[config.mk]
export PLATFORM = sky130hd
export DESIGN_NAME = sorted_array_table
export DESIGN_NICKNAME = d
export VERILOG_FILES = /design/src/sat_pkg.sv /design/src/sorted_array_table.sv /design/src/sat_dp.sv /design/src/sat_ctrl.sv
export VERILOG_INCLUDE_DIRS = /design/src /design/src/src
export SDC_FILE = /design/constraint.sdc
export NUM_CORES = 2
export LEC_CHECK = 0
export BUFFER_PORTS_ARGS = -buffer_cell sky130_fd_sc_hd__clkbuf_2
export CAP_MARGIN = 5
export CELL_PAD_IN_SITES_DETAIL_PLACEMENT = 1
export CELL_PAD_IN_SITES_GLOBAL_PLACEMENT = 2
export CORE_MARGIN = 2
export CORE_UTILIZATION = 30
export CTS_BUF_LIST = sky130_fd_sc_hd__clkbuf_4
export CTS_CLUSTER_SIZE = 25
export DETAILED_ROUTE_END_ITERATION = 12
export PLACE_DENSITY = 0.64
export SYNTH_ARGS = -nofsm -noshare
export SYNTH_HDL_FRONTEND = slang
export SYNTH_SLANG_ARGS = --single-unit
[constraint.sdc]
create_clock -name clk -period 6.5 [get_ports clk]
set_clock_uncertainty 0.15 [all_clocks]
set_input_delay 0 -clock clk [delete_from_list [all_inputs] [get_ports clk]]
set_output_delay 0 -clock clk [all_outputs]
set_load 0.01 [all_outputs]
[src/sorted_array_table_assert.svh]
// Assertion macros for the sorted array table RTL.
// Included by sat_dp, the only module that checks its own logic; no other dependencies.
`ifndef SORTED_ARRAY_TABLE_ASSERT_SVH
`define SORTED_ARRAY_TABLE_ASSERT_SVH
`ifndef SYNTH
`define SAT_ASSERT_IMPL(label, clk, rst, ante, cons, msg) \
  label: assert property (@(posedge clk) disable iff (rst) (ante) |-> (cons)) else $error(msg);
`define SAT_ASSERT_NEXT(label, clk, rst, ante, cons, msg) \
  label: assert property (@(posedge clk) disable iff (rst) (ante) |=> (cons)) else $error(msg);
`else
`define SAT_ASSERT_IMPL(label, clk, rst, ante, cons, msg)
`define SAT_ASSERT_NEXT(label, clk, rst, ante, cons, msg)
`endif
`endif

[src/sat_pkg.sv]
// Shared constants and types for the sorted array table.
// Used by the controller, the datapath and the top level; no dependencies.
`default_nettype none
package sat_pkg;

  localparam int Depth = 64;
  localparam int AddrW = $clog2(Depth);
  localparam int CntW  = $clog2(Depth + 1);
  localparam int DataW = 32;
  localparam int CfgAddrW = 3;

  localparam logic [1:0] ActInsert = 2'd0;
  localparam logic [1:0] ActLookup = 2'd1;
  localparam logic [1:0] ActRemove = 2'd2;

  localparam logic [1:0] StOk    = 2'd0;
  localparam logic [1:0] StFull  = 2'd1;
  localparam logic [1:0] StIndex = 2'd2;

  localparam logic CfgCapacity = 1'b0;

  typedef enum logic [2:0] {
    S_IDLE,
    S_DECODE,
    S_INS,
    S_REM,
    S_LOOK
  } sat_state_t;

  typedef enum logic [2:0] {
    RD_TOP,
    RD_POS,
    RD_POSNEXT,
    RD_DOWN,
    RD_UP
  } sat_rd_sel_t;

  typedef enum logic [2:0] {
    PTR_HOLD,
    PTR_CNT,
    PTR_POS,
    PTR_DEC,
    PTR_INC
  } sat_ptr_sel_t;

  typedef struct packed {
    logic         load;
    sat_rd_sel_t  rd_sel;
    sat_ptr_sel_t ptr_sel;
    logic         wr;
    logic         wr_val;
    logic         cnt_inc;
    logic         cnt_dec;
    logic         resp;
    logic [1:0]   resp_status;
    logic         resp_read;
  } sat_cmd_t;

  typedef struct packed {
    logic [1:0] act;
    logic       full;
    logic       bad_index;
    logic       last_pos;
    logic       last_ptr;
    logic       ptr_zero;
    logic       ge;
  } sat_stat_t;

endpackage
`default_nettype wire

[src/sorted_array_table.sv]
// Top level of the sorted array table: configuration port, controller and datapath.
// Depends on sat_pkg, sat_ctrl and sat_dp.
//
// Each accepted word (start high while busy is low) yields exactly one result word,
// shown for a single cycle with done high; the receiver cannot stall it. A refused insert,
// a bad index, an unused action or the removal of the last entry are answered from the
// decode step, and a lookup from the read step after it. An insert then shifts every
// stored entry not less than the new value up by one place before it writes the value,
// and a remove shifts every entry above the removed index down by one place, so the
// longest word is an insert in front of 63 stored entries. The pace is set by the entry
// memory, which has one read and one write port and moves one entry per cycle. busy
// stays high until the result is driven, and the next word may be offered in the cycle
// that done is high.
`default_nettype none
module sorted_array_table import sat_pkg::*; (
  input  wire logic                clk,
  input  wire logic                rst,
  input  wire logic                psel,
  input  wire logic                penable,
  input  wire logic                pwrite,
  input  wire logic [CfgAddrW-1:0] paddr,
  input  wire logic [31:0]         pwdata,
  output logic [31:0]              prdata,
  output logic                     pready,
  input  wire logic                start,
  output logic                     busy,
  input  wire logic [1:0]          action,
  input  wire logic [DataW-1:0]    item_value,
  input  wire logic [AddrW-1:0]    position,
  output logic                     done,
  output logic [DataW-1:0]         read_value,
  output logic [1:0]               status,
  output logic [CntW-1:0]          entry_total
);

  logic [CntW-1:0] capacity;
  sat_cmd_t        cmd;
  sat_stat_t       stat;

  assign pready = 1'b1;
  assign prdata = (paddr[CfgAddrW-1] == CfgCapacity) ? {{(32 - CntW){1'b0}}, capacity} : '0;

  always_ff @(posedge clk) begin
    if (rst) begin
      capacity <= CntW'(Depth);
    end else if (psel && penable && pwrite && (paddr[CfgAddrW-1] == CfgCapacity)) begin
      capacity <= pwdata[CntW-1:0];
    end
  end

  sat_ctrl u_ctrl (
    .clk   (clk),
    .rst   (rst),
    .start (start),
    .stat  (stat),
    .cmd   (cmd),
    .busy  (busy)
  );

  sat_dp u_dp (
    .clk         (clk),
    .rst         (rst),
    .cmd         (cmd),
    .action      (action),
    .item_value  (item_value),
    .position    (position),
    .capacity    (capacity),
    .stat        (stat),
    .done        (done),
    .read_value  (read_value),
    .status      (status),
    .entry_total (entry_total)
  );

endmodule
`default_nettype wire

[src/sat_dp.sv]
// Datapath of the sorted array table: entry memory, count, pointer and result words.
// Depends on sat_pkg and the assertion macros in sorted_array_table_assert.svh.
`default_nettype none
`include "sorted_array_table_assert.svh"
module sat_dp import sat_pkg::*; (
  input  wire logic             clk,
  input  wire logic             rst,
  input  wire sat_cmd_t         cmd,
  input  wire logic [1:0]       action,
  input  wire logic [DataW-1:0] item_value,
  input  wire logic [AddrW-1:0] position,
  input  wire logic [CntW-1:0]  capacity,
  output sat_stat_t             stat,
  output logic                  done,
  output logic [DataW-1:0]      read_value,
  output logic [1:0]            status,
  output logic [CntW-1:0]       entry_total
);

  logic [DataW-1:0] mem [Depth];
  logic [DataW-1:0] rd_data;
  logic [AddrW-1:0] rd_addr;
  logic [DataW-1:0] wr_data;
  logic [1:0]       act;
  logic [DataW-1:0] val;
  logic [AddrW-1:0] pos;
  logic [AddrW-1:0] ptr;
  logic [AddrW-1:0] ptr_next;
  logic [CntW-1:0]  cnt;
  logic [CntW-1:0]  cnt_next;
  logic [CntW-1:0]  limit;

  always_comb begin
    case (cmd.rd_sel)
      RD_TOP:     rd_addr = cnt[AddrW-1:0] - AddrW'(1);
      RD_POS:     rd_addr = pos;
      RD_POSNEXT: rd_addr = pos + AddrW'(1);
      RD_DOWN:    rd_addr = ptr - AddrW'(2);
      RD_UP:      rd_addr = ptr + AddrW'(2);
      default:    rd_addr = pos;
    endcase
  end

  always_comb begin
    case (cmd.ptr_sel)
      PTR_HOLD: ptr_next = ptr;
      PTR_CNT:  ptr_next = cnt[AddrW-1:0];
      PTR_POS:  ptr_next = pos;
      PTR_DEC:  ptr_next = ptr - AddrW'(1);
      PTR_INC:  ptr_next = ptr + AddrW'(1);
      default:  ptr_next = ptr;
    endcase
  end

  always_comb begin
    cnt_next = cnt;
    if (cmd.cnt_inc) begin
      cnt_next = cnt + CntW'(1);
    end else if (cmd.cnt_dec) begin
      cnt_next = cnt - CntW'(1);
    end
  end

  assign wr_data = cmd.wr_val ? val : rd_data;
  assign limit   = (capacity > CntW'(Depth)) ? CntW'(Depth) : capacity;

  assign stat.act       = act;
  assign stat.full      = (cnt >= limit);
  assign stat.bad_index = ({1'b0, pos} >= cnt);
  assign stat.last_pos  = (({1'b0, pos} + CntW'(1)) == cnt);
  assign stat.last_ptr  = (({1'b0, ptr} + CntW'(2)) == cnt);
  assign stat.ptr_zero  = (ptr == '0);
  assign stat.ge        = (rd_data >= val);

  always_ff @(posedge clk) begin
    if (cmd.wr) begin
      mem[ptr] <= wr_data;
    end
    rd_data <= mem[rd_addr];
  end

  always_ff @(posedge clk) begin
    if (cmd.load) begin
      act <= action;
      val <= item_value;
      pos <= position;
    end
    ptr         <= ptr_next;
    read_value  <= cmd.resp_read ? rd_data : '0;
    status      <= cmd.resp_status;
    entry_total <= cnt_next;
  end

  always_ff @(posedge clk) begin
    if (rst) begin
      cnt  <= '0;
      done <= 1'b0;
    end else begin
      cnt  <= cnt_next;
      done <= cmd.resp;
    end
  end

  `SAT_ASSERT_IMPL(a_cnt_bound, clk, rst, 1'b1, cnt <= CntW'(Depth), "count exceeds depth")
  `SAT_ASSERT_IMPL(a_inc_not_full, clk, rst, cmd.cnt_inc, !stat.full && !cmd.cnt_dec,
                   "insert committed into a full table")
  `SAT_ASSERT_IMPL(a_err_zero, clk, rst, done && (status != StOk), read_value == '0,
                   "error result carries a nonzero word")

endmodule
`default_nettype wire

[src/sat_ctrl.sv]
// Controller of the sorted array table: sequences decode, shift and lookup steps.
// Depends on sat_pkg; drives the datapath through sat_cmd_t and reads sat_stat_t.
`default_nettype none
module sat_ctrl import sat_pkg::*; (
  input  wire logic      clk,
  input  wire logic      rst,
  input  wire logic      start,
  input  wire sat_stat_t stat,
  output sat_cmd_t       cmd,
  output logic           busy
);

  sat_state_t state;
  sat_state_t state_next;

  always_ff @(posedge clk) begin
    if (rst) begin
      state <= S_IDLE;
    end else begin
      state <= state_next;
    end
  end

  always_comb begin
    cmd         = '0;
    cmd.rd_sel  = RD_POS;
    cmd.ptr_sel = PTR_HOLD;
    state_next  = state;
    busy        = (state != S_IDLE);
    case (state)
      S_IDLE: begin
        if (start) begin
          cmd.load   = 1'b1;
          state_next = S_DECODE;
        end
      end
      S_DECODE: begin
        case (stat.act)
          ActInsert: begin
            if (stat.full) begin
              cmd.resp        = 1'b1;
              cmd.resp_status = StFull;
              state_next      = S_IDLE;
            end else begin
              cmd.ptr_sel = PTR_CNT;
              cmd.rd_sel  = RD_TOP;
              state_next  = S_INS;
            end
          end
          ActLookup: begin
            if (stat.bad_index) begin
              cmd.resp        = 1'b1;
              cmd.resp_status = StIndex;
              state_next      = S_IDLE;
            end else begin
              cmd.rd_sel = RD_POS;
              state_next = S_LOOK;
            end
          end
          ActRemove: begin
            if (stat.bad_index) begin
              cmd.resp        = 1'b1;
              cmd.resp_status = StIndex;
              state_next      = S_IDLE;
            end else if (stat.last_pos) begin
              cmd.cnt_dec = 1'b1;
              cmd.resp    = 1'b1;
              state_next  = S_IDLE;
            end else begin
              cmd.ptr_sel = PTR_POS;
              cmd.rd_sel  = RD_POSNEXT;
              state_next  = S_REM;
            end
          end
          default: begin
            cmd.resp   = 1'b1;
            state_next = S_IDLE;
          end
        endcase
      end
      S_INS: begin
        cmd.wr = 1'b1;
        if (stat.ptr_zero || !stat.ge) begin
          cmd.wr_val  = 1'b1;
          cmd.cnt_inc = 1'b1;
          cmd.resp    = 1'b1;
          state_next  = S_IDLE;
        end else begin
          cmd.ptr_sel = PTR_DEC;
          cmd.rd_sel  = RD_DOWN;
        end
      end
      S_REM: begin
        cmd.wr = 1'b1;
        if (stat.last_ptr) begin
          cmd.cnt_dec = 1'b1;
          cmd.resp    = 1'b1;
          state_next  = S_IDLE;
        end else begin
          cmd.ptr_sel = PTR_INC;
          cmd.rd_sel  = RD_UP;
        end
      end
      S_LOOK: begin
        cmd.resp      = 1'b1;
        cmd.resp_read = 1'b1;
        state_next    = S_IDLE;
      end
      default: begin
        state_next = S_IDLE;
      end
    endcase
  end

endmodule
`default_nettype wire
== Yosys cells after proc, flatten, opt, wreduce, memory -nomap -nowiden ==
Memories as Yosys holds them, arrays and structs flattened. A register that Yosys moved wholly into a read port is not among the register bits.
Index checks and enable logic that the tools add are counted.

* Register bits after elaboration: 105
* Bits in writable memories: 2048
* Bits of input ports: 81
* Output and inout port bits: 76
* Memories: 1

* Add/sub/neg operators: 10
* Order comparisons: 4
* Equality and inequality tests: 18
* Multiplexer cells: 45
* Bitwise operators: 1
* Reductions and logical operators: 13

{| class="wikitable"
|+ Memories
! memory !! words !! bits a word !! rd ports !! clocked after memory_dff !! write ports !! RTL line !! RTL
|-
| u_dp.mem || 64 || 32 || 1 || 1 || 1 || sat_dp.sv:20 || <nowiki>logic [DataW-1:0] mem [Depth];</nowiki>
|}

{| class="wikitable"
|+ Operators with widths
! kind !! count
|-
| case mux 6 bit (4 select lines) || 2
|-
| greater-or-equal comparator 32 bit || 1
|-
| two-way mux 32 bit || 1
|-
| two-way mux 7 bit || 4
|-
| == test 3 x 2 -> 1 bit (second input constant) || 6
|-
| two-way mux 3 bit || 6
|-
| case mux 6 bit (3 select lines) || 1
|-
| two-way mux 2 bit || 8
|-
| == test 7 bit || 2
|-
| adder 6 x 1 -> 6 bit (second input constant) || 2
|-
| two-way mux 6 bit || 2
|-
| case mux 3 bit (2 select lines) || 2
|-
| case mux 3 bit (4 select lines) || 1
|-
| subtractor 6 x 1 -> 6 bit (second input constant) || 2
|-
| two-way mux 1 bit || 10
|-
| two-way mux 5 bit || 2
|-
| == test 3 bit (second input constant) || 3
|-
| case mux 3 bit (3 select lines) || 1
|-
| adder 6 x 1 -> 7 bit (second input constant) || 1
|-
| adder 6 x 2 -> 7 bit (second input constant) || 1
|-
| adder 7 x 1 -> 7 bit (second input constant) || 1
|-
| greater-or-equal comparator 6 x 7 -> 1 bit || 1
|-
| greater-or-equal comparator 7 bit || 1
|-
| greater-than comparator 7 bit (second input constant) || 1
|-
| other kinds (24) || 29
|}

== Logic depth before layout (Yosys ltp) ==
* Word-level depth: 8
* Depth in mapped cells: 22

== Hierarchy ==
Synthesis repeated with hierarchy kept, for this count alone.

* Cell total of the unflattened synthesis: 5188
* Area, all modules: 86962.2 µm²

{| class="wikitable"
|+ Modules (own cells, without submodules)
! module !! times used !! cells each !! area each (µm²) !! seq. area each (µm²)
|-
| sat_dp || 1 || 5064 || 85922.4 || 64501.9
|-
| sorted_array_table || 1 || 66 || 581.8 || 140.1
|-
| sat_ctrl || 1 || 58 || 457.9 || 60.1
|}

== Least setup slack after synthesis ==
OpenSTA, ideal clock, no wires.

* Kind: reg2reg
* From: register u_dp.val[15]
* To: memory u_dp.mem[0][31], data pin
* Arrival time: 4.769 ns
* Required time: 5.648 ns
* Slack: 0.879 ns
* Stages on the path, launching flop included: 13
* Path buffers: 2
* Clock period less this slack: 5.621 ns
* Path through: edfxtp_1 inv_1 ha_1 a41oi_1 nand3_1 a221oi_1 a21boi_0 nor2_1 o21bai_1 nand2_1 clkbuf_1 clkbuf_1 o21ai_0

* Longest elaborated chain between the ends: 6

{| class="wikitable"
|+ RTL lines
! item !! RTL line !! RTL
|-
| start, declared || sat_dp.sv:25 || <nowiki>logic [DataW-1:0] val;</nowiki>
|-
| start signal, assigned || sat_dp.sv:85 || <nowiki>val <= item_value;</nowiki>
|-
| greater-or-equal comparator 32 bit || sat_dp.sv:73 || <nowiki>assign stat.ge = (rd_data >= val);</nowiki>
|-
| zero test 1 bit || sat_ctrl.sv:83 || <nowiki>if (stat.ptr_zero || !stat.ge) begin</nowiki>
|-
| logical OR 1 bit || sat_ctrl.sv:83 ||
|-
| two-way mux 2 bit || sat_ctrl.sv:83 ||
|-
| two-way mux 2 bit || sat_ctrl.sv:30 || <nowiki>case (state)</nowiki>
|-
| two-way mux 32 bit || sat_dp.sv:64 || <nowiki>assign wr_data = cmd.wr_val ? val : rd_data;</nowiki>
|-
| named net u_dp.wr_data[31] || sat_dp.sv:23 || <nowiki>logic [DataW-1:0] wr_data;</nowiki>
|-
| end, declared || sat_dp.sv:20 ||
|}

The timed path passes the listed nets, and every way through them passes these cells.

== Final worst setup path ==
* From: register u_dp.cnt[3]
* To: register u_dp.rd_data[15], read port of u_dp.mem

* Longest elaborated chain between the ends: 7
* Elaborated cells between the ends (all ways): 16
* Those cells by class: 1 x add/sub; 2 x order compare; 5 x eq/ne; 7 x mux; 1 x reduce/logical

{| class="wikitable"
|+ RTL lines
! item !! RTL line !! RTL
|-
| start, declared || sat_dp.sv:29 || <nowiki>logic [CntW-1:0] cnt;</nowiki>
|-
| start signal, assigned || sat_dp.sv:99 || <nowiki>cnt <= cnt_next;</nowiki>
|-
| branches (longest 6 deep; another with greater-or-equal comparator 6 x 7 -> 1 bit) || -- ||
|-
| case mux 6 bit (4 select lines) * || sat_dp.sv:34 || <nowiki>case (cmd.rd_sel)</nowiki>
|-
| end, declared || sat_dp.sv:21 || <nowiki>logic [DataW-1:0] rd_data;</nowiki>
|}

Every way passes the cells marked *.
A chain may end at the register's enable or synchronous reset.

==> impl_metrics.env <==
export IMPL_irDropWorstVdd_mv=0.155
export IMPL_finalCriticalPeriod_ns=6.10
export IMPL_finalWorstSetupSlack_ns=0.398
export IMPL_timing_hold_worst_class="input pin to output pin"
export IMPL_numCtsBuffers=575
export IMPL_detailedRoute_firstIterationViolations=4370
export IMPL_power_density_mw_per_mm2=325
export IMPL_critical_path_cell_chain="inv_1, ha_1, a2111oi_0, or3_1, a21oi_1, o31a_1, nor2_1, o21ai_1, o31ai_2, or3_4, buf_12, buf_12, o22ai_1, a211o_1, a211oi_1, nor4_1"
export IMPL_num_vias=48400
export IMPL_clkSinkCount=2185
export IMPL_timing_setup_tns_ns=0
export IMPL_grt_overflow_total=0
export IMPL_ys_ff_latch=2185
export IMPL_critical_path_max_stage_delay_ns=0.72
export IMPL_finish_instance_area_mm2=0.102
export IMPL_grt_pass1_wl_mm=375
export IMPL_synth_area_per_cell_um2=18.8
export IMPL_io_pins=157
export IMPL_cts_root_buf="sky130_fd_sc_hd__clkbuf_4"
export IMPL_drt_first_pass_iters=5
export IMPL_grt_setup_unrepaired="false"
export IMPL_vias_per_cell=5.04
export IMPL_post_synth_most_frequent_cells="sky130_fd_sc_hd__edfxtp_1 (2,094), sky130_fd_sc_hd__mux2i_1 (542), sky130_fd_sc_hd__o22ai_1 (250)"
export IMPL_cp_common_cell="sky130_fd_sc_hd__buf_12"
export IMPL_wl_mm=267
export IMPL_postRouteAntennaNets=0
export IMPL_ff_latch_area_mm2=0.0647
export IMPL_finalSetupViolCount=0
export IMPL_synth_top_area_cell="sky130_fd_sc_hd__edfxtp_1"
export IMPL_post_synth_main_area_contributors="sky130_fd_sc_hd__edfxtp_1 (74%), sky130_fd_sc_hd__mux2i_1 (6.4%), sky130_fd_sc_hd__mux4_2 (5.9%)"
export IMPL_clock_tree_buffer_depth=4
export IMPL_max_freq_mhz=164
export IMPL_synth_main_ff_cell="sky130_fd_sc_hd__edfxtp_1"
export IMPL_finish_net_count=5598
export IMPL_async_reset_ff_share_pct=0
export IMPL_type_of_destination_of_the_critical_path="register"
export IMPL_report_final_hold_viol_count=0
export IMPL_synth_largest_type_area_fraction_pct=73.9
export IMPL_multi_input_comb_area_mm2=0.0197
export IMPL_cp_data_arrival_time_ns=7.05
export IMPL_synth_enable_flop_cells=2094
export IMPL_synth_seq_area_share_pct=76.1
export IMPL_final_worst_path_cycle_share_pct=93.9
export IMPL_port_buffer_cells=103
export IMPL_timing_setup_critical_path_class="register to register"
export IMPL_mappedNetlistArea_mm2=0.0850
export IMPL_max_cap_viol_count=0
export IMPL_vias_in_the_first_global_route=51200
export IMPL_detail_route_drc_violations=0
export IMPL_largest_net_degree_at_the_start_of_global_routing=65
export IMPL_post_dp_cell_area_mm2=0.0932
export IMPL_worstMarginPinSlew_ns=1.23
export IMPL_die_height_um=536
export IMPL_worst_skew_pair_late_latency_ns=1.29
export IMPL_die_x_um=536
export IMPL_h_tree_level_count=6
export IMPL_number_of_antenna_violations_at_the_first_check_in_global_routing=18
export IMPL_static_leakage_nw=35.6
export IMPL_starting_density_of_the_core_pct=30.2
export IMPL_netlist_cell_types=77
export IMPL_design_core_area_mm2=0.282
export IMPL_num_rows=195
export IMPL_crit_path_top_delay_cell="sky130_fd_sc_hd__o31ai_2"
export IMPL_cts_tree="yes"
export IMPL_yosys_cell_count_top_type="sky130_fd_sc_hd__edfxtp_1"
export IMPL_fillerInstances=28600
export IMPL_cp_required_ns=7.45
export IMPL_fp_dieArea_mm2=0.288
export IMPL_run_status="finished clean"
export IMPL_clkSlewWorstSetupHoldPaths_ns=0.06
export IMPL_place_congestion=0.818
export IMPL_timing_slew_headroom_pct=17.5
export IMPL_slew_violations=0
export IMPL_place_detailed_hpwl_mm=156
export IMPL_yosysWarningCount=0
export IMPL_crit_path_max_fanout=29
export IMPL_drive_above_1_share_pct=29.0
export IMPL_globalRouteTotalUtil_pct=18.2
export IMPL_drt_wirelength_per_cell_um=27.8
export IMPL_placement_setup_worst_slack_ns=0.336
export IMPL_worst_setup_path_start_kind="register"
export IMPL_syn_inst=4531
export IMPL_layout_area_overhead_vs_synth_pct=19.8
-- layout make-up --
type                    count  share of cell area [%]
diodes                     11                  0.0270
clock inverters           115                   0.733
clock buffers             846                    6.23
inverters                  59                   0.217
well taps                3743                    4.60
repair buffers            599                    5.36
flip-flops and latches   2185                    63.5
multi-input cells        2032                    19.3
-- what timing repair did --
item                                    in CTS  in global routing
endpoints found under the setup margin       0                  1
hold endpoints to repair                    98                  0
setup buffers                                0                  0
gates resized for setup                      0                  1
hold buffers                               154                  0
-- cell families after synthesis --
| group | synth area share, % |
|---|---|
| AND/OR/NAND/NOR | 2.37 |
| AO/OA/AOI/OAI | 5.96 |
| buffers and inverters | 1.97 |
| XOR/XNOR | 0.319 |
| flip-flops | 76.1 |
| multiplexers | 12.3 |
| adder cells (fa/ha/maj) | 0.974 |
| other | 0.00883 |
-- state kept, by name, summed over array words and instances, names as in the netlist --
signal / count
u_dp.val: 32
u_dp.read_value: 32
u_dp.ptr: 6
u_dp.entry_total: 7
u_dp.done: 1
capacity: 7
u_dp.cnt: 7
u_dp.mem: 2048
u_dp.act: 2
u_ctrl.state: 3
u_dp.pos: 6
u_dp.rd_data: 32
u_dp.status: 2
-- power by group --
part	leakage, nW	switching, mW	internal, mW
clock network	4.25	5.65	6.28
registers	19.6	0.144	16.6
logic	11.8	3.04	1.34
total	35.6	8.83	24.2
-- layer usage --
| layer | part of all wire (%) | GRT usage [%] | vias to the layer above | wire length, um |
|---|---|---|---|---|
| met1 | 42 | 23.5 | 25700 | 112000 |
| met5 | 0.017 | 0 | - | 45 |
| met4 | 3.0 | 6.26 | 6 | 7960 |
| met2 | 49 | 30.6 | 1651 | 131000 |
| met3 | 6.1 | 3.49 | 394 | 16400 |
| li1 | - | - | 20600 | - |
-- stage by stage --
| step | util [%] | instances | power, mW | hold slack [ns] |
|---|---|---|---|---|
| final | 36.1 | 9590 | 33.1 | 0.189 |
| after global placement | 33.0 | 8463 | 21.3 | 0.0323 |
| after detailed placement | 33.0 | 8463 | 21.4 | 0.0295 |
| after floorplan | - | 4555 | 19.3 | -0.107 |
| after global routing | 36.1 | 9582 | 34.4 | 0.207 |
| after CTS | 36.1 | 9578 | 33.5 | 0.0333 |
-- critical path: cells and delay by family (launching register included) --
kind	cells	cell delay, ns
simple gates	4	1.24
fa+ha+maj	1	0.28
compound gates	8	2.80
buf+inv	3	0.72
flops	1	0.64
-- path summary, 6_finish.rpt --
path	from	end	depth (start not counted)	slack [ns]
worst max-delay path	u_dp.cnt[3]	u_dp.rd_data[15]	16	0.40
worst min-delay path	paddr[2]	prdata[5]	3	0.19
worst max register to register	u_dp.cnt[3]	u_dp.rd_data[15]	16	0.40
worst min register to register	u_dp.rd_data[13]	u_dp.read_value[13]	1	0.35
-- cell usage in the layout, fill, tap and decap left out, drive strengths merged, types with 4 or more instances in the layout --
cell type    count
a211o          125
a211oi         127
a21o             6
a21oi           76
a22o             4
a22oi           40
a31oi            4
and2            47
and3             5
buf            342
bufinv           9
clkbuf         949
clkinv          83
clkinvlp         7
conb            26
dfxtp           91
diode           11
dlygate4sd3    154
edfxtp        2094
ha              63
inv             75
mux2i          542
mux4           224
nand2          139
nand2b           9
nand3           27
nand4            8
nor2           100
nor2b            9
nor3            17
nor4            34
o2111ai          4
o211ai           4
o21ai           52
o22ai          250
o31ai            4
or3              8
xnor2           22
xor2             9
Power figures use the tool's default switching activity.
